## src/rtl/multilimb_residue_mod_2pow48_minus1_defines.svh

```systemverilog
`ifndef MULTILIMB_RESIDUE_MOD_2POW48_MINUS1_DEFINES_SVH
`define MULTILIMB_RESIDUE_MOD_2POW48_MINUS1_DEFINES_SVH

// same-cycle implication, checked out of reset
`define MLR_ASSERT_NOW(label, ante, cons) \
    label: assert property (@(posedge clk) disable iff (!rst_n) (ante) |-> (cons)) \
        else $error("mlr assertion failed");

// next-cycle implication, checked out of reset
`define MLR_ASSERT_NEXT(label, ante, cons) \
    label: assert property (@(posedge clk) disable iff (!rst_n) (ante) |=> (cons)) \
        else $error("mlr assertion failed");

`endif

```

## src/rtl/mlr_pkg.sv

```systemverilog
package mlr_pkg;

    localparam int LIMB_W = 64;
    localparam int RES_W  = 48;
    localparam int HIGH_W = LIMB_W - RES_W;
    localparam int SUM_W  = 49;
    localparam int PART_W = 51;

    localparam logic [RES_W-1:0] RES_ONES = {RES_W{1'b1}};

    localparam logic [1:0] PHASE_ZERO  = 2'd0;
    localparam logic [1:0] PHASE_ONE   = 2'd1;
    localparam logic [1:0] PHASE_TWO   = 2'd2;
    localparam logic [1:0] PHASE_SPARE = 2'd3;

    typedef struct packed {
        logic [SUM_W-1:0] sum_zero;
        logic [SUM_W-1:0] sum_one;
        logic [SUM_W-1:0] sum_two;
    } class_sums_t;

endpackage

```

## src/rtl/mlr_accum.sv

```systemverilog
`include "multilimb_residue_mod_2pow48_minus1_defines.svh"

module mlr_accum (
    input  logic                       clk,
    input  logic                       rst_n,
    input  logic                       s_tvalid,
    output logic                       s_tready,
    input  logic [mlr_pkg::LIMB_W-1:0] s_tdata,   // limb
    input  logic                       s_tlast,   // last_limb
    output logic                       fin_valid,
    input  logic                       fin_ready,
    output mlr_pkg::class_sums_t       fin
);
    import mlr_pkg::*;

    logic              a_valid_reg, a_valid_next;
    logic [LIMB_W-1:0] a_limb_reg;
    logic              a_last_reg;
    logic              a_adv;

    class_sums_t       sums_reg, sums_next, sums_upd;
    logic [1:0]        phase_reg, phase_next, phase_adv;
    class_sums_t       fin_reg;
    logic              fin_valid_reg, fin_valid_next;

    logic [SUM_W-1:0]  acc_sel;
    logic [PART_W-1:0] raw_sum;
    logic [SUM_W-1:0]  folded;

    // a last limb needs the final stage free; other limbs never stall
    assign a_adv    = a_valid_reg && (!a_last_reg || !fin_valid_reg || fin_ready);
    assign s_tready = !a_valid_reg || a_adv;
    assign a_valid_next = s_tready ? s_tvalid : a_valid_reg;

    always_comb
    begin
        unique case (phase_reg)
            PHASE_ONE:
            begin
                acc_sel   = sums_reg.sum_one;
                phase_adv = PHASE_TWO;
            end
            PHASE_TWO:
            begin
                acc_sel   = sums_reg.sum_two;
                phase_adv = PHASE_ZERO;
            end
            default:
            begin
                acc_sel   = sums_reg.sum_zero;
                phase_adv = PHASE_ONE;
            end
        endcase
    end

    assign raw_sum = {{(PART_W-SUM_W){1'b0}}, acc_sel}
                   + {{(PART_W-RES_W){1'b0}}, a_limb_reg[RES_W-1:0]}
                   + {{(PART_W-HIGH_W){1'b0}}, a_limb_reg[LIMB_W-1:RES_W]};
    // end-around fold keeps the class sum below 2^49
    assign folded  = {1'b0, raw_sum[RES_W-1:0]}
                   + {{(SUM_W-(PART_W-RES_W)){1'b0}}, raw_sum[PART_W-1:RES_W]};

    always_comb
    begin
        sums_upd = sums_reg;
        unique case (phase_reg)
            PHASE_ONE: sums_upd.sum_one = folded;
            PHASE_TWO: sums_upd.sum_two = folded;
            default:   sums_upd.sum_zero = folded;
        endcase
    end

    always_comb
    begin
        sums_next  = sums_reg;
        phase_next = phase_reg;
        if (a_adv)
        begin
            if (a_last_reg)
            begin
                sums_next  = '0;
                phase_next = PHASE_ZERO;
            end
            else
            begin
                sums_next  = sums_upd;
                phase_next = phase_adv;
            end
        end
    end

    assign fin_valid_next = (fin_valid_reg && !fin_ready) || (a_adv && a_last_reg);

    always_ff @(posedge clk or negedge rst_n)
    begin
        if (!rst_n)
        begin
            a_valid_reg   <= 1'b0;
            sums_reg      <= '0;
            phase_reg     <= PHASE_ZERO;
            fin_valid_reg <= 1'b0;
        end
        else
        begin
            a_valid_reg   <= a_valid_next;
            sums_reg      <= sums_next;
            phase_reg     <= phase_next;
            fin_valid_reg <= fin_valid_next;
        end
    end

    always_ff @(posedge clk)
    begin
        if (s_tready)
        begin
            a_limb_reg <= s_tdata;
            a_last_reg <= s_tlast;
        end
        if (a_adv && a_last_reg)
        begin
            fin_reg <= sums_upd;
        end
    end

    assign fin_valid = fin_valid_reg;
    assign fin       = fin_reg;

    `MLR_ASSERT_NEXT(a_last_clears_state, a_adv && a_last_reg,
        phase_reg == PHASE_ZERO && sums_reg == '0)
    `MLR_ASSERT_NOW(a_phase_in_range, 1'b1, phase_reg != PHASE_SPARE)
    `MLR_ASSERT_NEXT(a_fin_holds, fin_valid_reg && !fin_ready,
        fin_valid_reg && $stable(fin_reg))

endmodule

```

## src/rtl/mlr_combine.sv

```systemverilog
`include "multilimb_residue_mod_2pow48_minus1_defines.svh"

module mlr_combine (
    input  logic                      clk,
    input  logic                      rst_n,
    input  logic                      fin_valid,
    output logic                      fin_ready,
    input  mlr_pkg::class_sums_t      fin,
    output logic                      m_tvalid,
    input  logic                      m_tready,
    output logic [mlr_pkg::RES_W-1:0] m_tdata    // residue
);
    import mlr_pkg::*;

    logic              c_valid_reg, c_valid_next;
    logic [PART_W-1:0] c_sum_reg, c_sum_next;
    logic              c_free;

    logic              out_valid_reg, out_valid_next;
    logic [RES_W-1:0]  out_res_reg;

    logic [SUM_W-1:0]  fold_one;
    logic [RES_W-1:0]  fold_two;
    logic [RES_W-1:0]  reduced;

    assign c_free    = !out_valid_reg || m_tready;
    assign fin_ready = !c_valid_reg || c_free;

    // class one rotates by 16, class two by 32, across the 48-bit boundary
    assign c_sum_next =
          {{(PART_W-SUM_W){1'b0}}, fin.sum_zero}
        + {{(PART_W-RES_W){1'b0}}, fin.sum_one[31:0], 16'b0}
        + {{(PART_W-17){1'b0}}, fin.sum_one[SUM_W-1:32]}
        + {{(PART_W-RES_W){1'b0}}, fin.sum_two[15:0], 32'b0}
        + {{(PART_W-33){1'b0}}, fin.sum_two[SUM_W-1:16]};

    assign c_valid_next = (c_valid_reg && !c_free) || (fin_valid && fin_ready);

    // two end-around folds, then all ones maps to zero
    assign fold_one = {1'b0, c_sum_reg[RES_W-1:0]}
                    + {{(SUM_W-(PART_W-RES_W)){1'b0}}, c_sum_reg[PART_W-1:RES_W]};
    assign fold_two = fold_one[RES_W-1:0] + {{(RES_W-1){1'b0}}, fold_one[SUM_W-1]};
    assign reduced  = (fold_two == RES_ONES) ? '0 : fold_two;

    assign out_valid_next = c_free ? c_valid_reg : out_valid_reg;

    always_ff @(posedge clk or negedge rst_n)
    begin
        if (!rst_n)
        begin
            c_valid_reg   <= 1'b0;
            out_valid_reg <= 1'b0;
        end
        else
        begin
            c_valid_reg   <= c_valid_next;
            out_valid_reg <= out_valid_next;
        end
    end

    always_ff @(posedge clk)
    begin
        if (fin_ready)
        begin
            c_sum_reg <= c_sum_next;
        end
        if (c_free)
        begin
            out_res_reg <= reduced;
        end
    end

    assign m_tvalid = out_valid_reg;
    assign m_tdata  = out_res_reg;

    `MLR_ASSERT_NOW(c_residue_reduced, out_valid_reg, out_res_reg != RES_ONES)
    `MLR_ASSERT_NEXT(c_sum_holds, c_valid_reg && !c_free,
        c_valid_reg && $stable(c_sum_reg))

endmodule

```

## src/rtl/multilimb_residue_mod_2pow48_minus1.sv

```systemverilog
// the residue passes the limb, final-sum, combine and output registers before m_tvalid
// one limb per cycle unless a last limb stalls; each class sum update is one add-and-fold
// a stalled output buffers up to three residues in the pipeline before s_tready drops
// reset: rst_n asynchronous active low clears class sums, limb phase and all valid flags
module multilimb_residue_mod_2pow48_minus1 (
    input  logic                       clk,
    input  logic                       rst_n,
    input  logic                       s_tvalid,
    output logic                       s_tready,
    input  logic [mlr_pkg::LIMB_W-1:0] s_tdata,   // limb
    input  logic                       s_tlast,   // last_limb
    output logic                       m_tvalid,
    input  logic                       m_tready,
    output logic [mlr_pkg::RES_W-1:0]  m_tdata    // residue
);
    import mlr_pkg::*;

    logic        fin_valid;
    logic        fin_ready;
    class_sums_t fin;

    mlr_accum u_accum (
        .clk       (clk),
        .rst_n     (rst_n),
        .s_tvalid  (s_tvalid),
        .s_tready  (s_tready),
        .s_tdata   (s_tdata),
        .s_tlast   (s_tlast),
        .fin_valid (fin_valid),
        .fin_ready (fin_ready),
        .fin       (fin)
    );

    mlr_combine u_combine (
        .clk       (clk),
        .rst_n     (rst_n),
        .fin_valid (fin_valid),
        .fin_ready (fin_ready),
        .fin       (fin),
        .m_tvalid  (m_tvalid),
        .m_tready  (m_tready),
        .m_tdata   (m_tdata)
    );

endmodule

```

## config.mk

```make
export PLATFORM = sky130hd
export DESIGN_NAME = multilimb_residue_mod_2pow48_minus1
export DESIGN_NICKNAME = d
export VERILOG_FILES = /design/src/rtl/mlr_pkg.sv /design/src/rtl/mlr_accum.sv /design/src/rtl/mlr_combine.sv /design/src/rtl/multilimb_residue_mod_2pow48_minus1.sv
export VERILOG_INCLUDE_DIRS = /design/src /design/src/rtl
export SDC_FILE = /design/constraint.sdc
export NUM_CORES = 1
export LEC_CHECK = 0
export ABC_AREA = 1
export ABC_CLOCK_PERIOD_IN_PS = 22100
export BUFFER_PORTS_ARGS = -buffer_cell sky130_fd_sc_hd__buf_4
export CAP_MARGIN = 20
export CORE_MARGIN = 2
export CORE_UTILIZATION = 25
export DETAILED_ROUTE_END_ITERATION = 10
export PLACE_DENSITY = 0.4
export SLEW_MARGIN = 0
export SYNTH_ARGS = -nofsm -noshare
export SYNTH_HDL_FRONTEND = slang
export SYNTH_HIERARCHICAL = 1
export SYNTH_SLANG_ARGS = --single-unit
```

## constraint.sdc

```tcl
create_clock -name clk -period 22.1 [get_ports clk]
set_input_delay 5.525 -clock clk [delete_from_list [all_inputs] [get_ports clk]]
set_output_delay 5.525 -clock clk [all_outputs]
set_load 0.005 [all_outputs]
```

==> flow_metrics.env <==
export IMPL_gr_usage_met3_pct=1.78
export IMPL_cts_sinks=464
export IMPL_synth_area_leaders="edfxtp_1 (28%), nand2_1 (15%), dfrtp_1 (11%)"
export IMPL_clk_pin_slew_ns=0.06
export IMPL_fill_cells=14840
export IMPL_multiInputGateArea_sq_mm=0.0177
export IMPL_drive_gt1_share_pct=9.70
export IMPL_netlist_instances=4459
export IMPL_grt_pass1_wl_um=179000
export IMPL_clkPwrFrac_pct=16.4
export IMPL_drv_cap=0
export IMPL_worstSkewPairLatency_ns=0.69
export IMPL_cp_start_kind="input port"
export IMPL_port_buffers=118
export IMPL_crit_fanout=53
export IMPL_overflow=0
export IMPL_gr_usage_met1_pct=21.4
export IMPL_required_ns=16.58
export IMPL_synth_top_area_cell="edfxtp_1"
export IMPL_avgSynthCellArea_sq_um=7.60
export IMPL_firstDrtPassIters=6
export IMPL_seqCellArea_sq_mm=0.0132
export IMPL_cellPowerDensity_mw_per_mm2=165
export IMPL_worstMarginPinSlew_ns=1.18
export IMPL_finalSetupTns_ns=0
export IMPL_gp_congestion=0.899
export IMPL_syn_nets=4781
export IMPL_drv_slew=0
export IMPL_r2r_end="u_accum/fin[83]$_DFFE_PP_"
export IMPL_io_pins=119
export IMPL_synth_warnings=6
export IMPL_core_sq_mm=0.135
export IMPL_die_height_um=372
export IMPL_routedWlPerCell_um=18.8
export IMPL_pwr_share_seq_pct=23.0
export IMPL_r2r_slack_ns=12.69
export IMPL_r2r_start="u_accum/phase_reg[0]$_DFFE_PN0P_"
export IMPL_status="finished, final reports clean"
export IMPL_timing_critical_path_to="s_tready"
export IMPL_endpoint_kind="output port"
export IMPL_vias_per_cell=4.47
export IMPL_drc=0
export IMPL_synthArstFlopShare_pct=33.0
export IMPL_antenna_left=0
export IMPL_utilization_pct=28.8
export IMPL_ys_types=62
export IMPL_cts_resized=0
export IMPL_first_global_vias=28561
export IMPL_num_antenna_cells=0
export IMPL_synth_edf_count=311
export IMPL_peakVddDrop_uv=77.3
export IMPL_syn_area_sq_mm=0.0339
export IMPL_grt_antenna_before_repair=0
export IMPL_internal_power_w=0.00314
export IMPL_relSlewSlack_pct=20.3
export IMPL_rows=135
export IMPL_dp_hpwl_um=97100
export IMPL_die_width_um=372
export IMPL_clock_fmax_mhz=79.5
export IMPL_synth_seq_area_share_pct=38.9
export IMPL_cts_root_buf="clkbuf_16"
export IMPL_totalWireLength_um=120000
export IMPL_cts_setup_buffers=0
export IMPL_setup_viol=0
export IMPL_grt_start_max_net_pins=81
export IMPL_cts_buffers=58
export IMPL_grt_use_met2_pct=31.5
export IMPL_synth_top_cell_area_share_pct=27.6
export IMPL_critical_path_startpoint="m_tready"
export IMPL_start_util_pct=25.1
export IMPL_area_growth_pct=14.9
export IMPL_fin_skew_ns=0.0599
export IMPL_synth_flop_cell="edfxtp_1"
export IMPL_grt_usage_pct=17.4
export IMPL_holdBufCountCts=0
export IMPL_cts_max_level=2
export IMPL_min_path_type="reg -> reg"
export IMPL_rr_worst_depth=35
export IMPL_final_hold_viol_count=0
export IMPL_synth_seq_cells=464
export IMPL_leakagePower_nw=18.0
export IMPL_layout_nets=4891
export IMPL_p_sw_w=0.00328
export IMPL_clockBufferDepth=3
export IMPL_die_area_sq_mm=0.138
export IMPL_top_usage_layer="met2"
export IMPL_p_comb_share_pct=60.5
export IMPL_rsz0062_at_grt="false"
export IMPL_p_sw_share_pct=51.1
export IMPL_vias=28585
export IMPL_post_route_period_util_pct=56.9
export IMPL_crit_type="in -> out"
export IMPL_min_period_ns=12.58
export IMPL_drt_initial_drc_count=1546
export IMPL_cts_tree="built"
export IMPL_arrival_ns=7.05
-- layout by cell type (no fill, tap or decap), types with 9 or more instances in the layout --
master	instances
clkinv_1	22
ha_1	181
xor2_1	67
nor3_1	20
o221ai_1	31
clkbuf_16	58
buf_4	142
a21boi_0	29
and2_1	12
o211ai_1	10
clkinv_2	9
o21ai_1	22
xnor2_1	22
edfxtp_1	311
a21oi_1	99
nand3_1	275
dfrtp_1	153
inv_2	35
o21ai_0	208
nand2_1	1370
o21a_1	20
a21boi_1	27
or2_2	15
nand2_2	48
bufinv_16	13
inv_1	643
nor2_1	407
a31oi_1	22
fa_1	70
nor2_4	22
o22ai_1	39
nand3_2	15
nor2_2	52
nand4_1	68
-- per-stage QoR --
stage          power (W)  worst slack [ns]  cells  hold WS [ns]  cell area [sq um]
2_1_floorplan    0.00402              7.50   4459         0.435              33900
6_report         0.00642              9.52   6399         0.480              38900
3_3_place_gp     0.00540              9.37   6289         0.463              36800
5_1_grt          0.00702              9.32   6399         0.504              38900
3_5_place_dp     0.00540              9.42   6289         0.465              36800
4_1_cts          0.00650              9.41   6398         0.482              38900
-- metal layers --
metal / share of wire, % / wire, um / up-vias
met3: 3.2 / 3860 / 158
li1: - / - / 14649
met2: 50 / 60300 / 525
met1: 43 / 51900 / 13253
met5: 0 / 0 / -
met4: 3.4 / 4050 / 0
-- power groups by stage --
stage / logic (W) / clock network [W] / registers, W
floorplan: 0.00258 / 0 / 0.00144
global placement: 0.00390 / 0 / 0.00149
detailed placement: 0.00390 / 0 / 0.00150
CTS: 0.00392 / 0.00109 / 0.00148
global route: 0.00439 / 0.00112 / 0.00151
finish: 0.00388 / 0.00106 / 0.00148
-- worst min path at each step --
stage | startpoint | to | slack [ns] | depth (start not counted)
global route | u_accum/sums_reg[40]$_DFFE_PN0P_ | u_accum/sums_reg[40]$_DFFE_PN0P_ | 0.50 | 2
floorplan | u_combine/c_valid_reg$_DFF_PN0_ | u_combine/m_tvalid$_DFFE_PN0P_ | 0.44 | 2
CTS | u_accum/sums_reg[42]$_DFFE_PN0P_ | u_accum/sums_reg[42]$_DFFE_PN0P_ | 0.48 | 2
finish | u_accum/sums_reg[89]$_DFFE_PN0P_ | u_accum/sums_reg[89]$_DFFE_PN0P_ | 0.48 | 2
detailed placement | u_accum/sums_reg[40]$_DFFE_PN0P_ | u_accum/sums_reg[40]$_DFFE_PN0P_ | 0.47 | 2
global placement | u_accum/sums_reg[81]$_DFFE_PN0P_ | u_accum/sums_reg[81]$_DFFE_PN0P_ | 0.46 | 2
-- layout make-up --
type / count / area share (%)
clock inverter: 42 / 1.56
multi-input combinational: 3207 / 45.5
timing repair buffer: 144 / 2.82
sequential: 464 / 33.8
inverter: 694 / 6.72
clock buffer: 67 / 3.89
tap: 1781 / 5.72
-- critical path: stages --
cell and delay, ns:
buf_4 0.08, inv_1 0.05, nand3_2 0.06, buf_4 0.50, inv_1 0.23, nand4_1 0.14
buf_4 0.27, buf_4 0.18
-- synthesized netlist by cell type (all sizes together) (24+ instances only) --
master  count
o22ai      39
ha        183
fa         70
o221ai     31
clkbuf     68
buf        24
o21ai     236
a21boi     56
nand3     292
xor2       69
nand4      69
inv       680
a21oi     100
dfrtp     153
edfxtp    311
nor2      483
nand2    1419
-- cells by family (layout without fill, tap and decap cells) --
group	after synthesis	in the layout	share of synthesized area, %
compound gates	542	542	9.56
xor+xnor	91	91	2.40
flops	464	464	38.9
fa+ha+maj	253	253	10.9
buf+inv	788	947	8.99
simple gates	2321	2321	29.3
No activity file was read; power rests on OpenSTA's default activity.
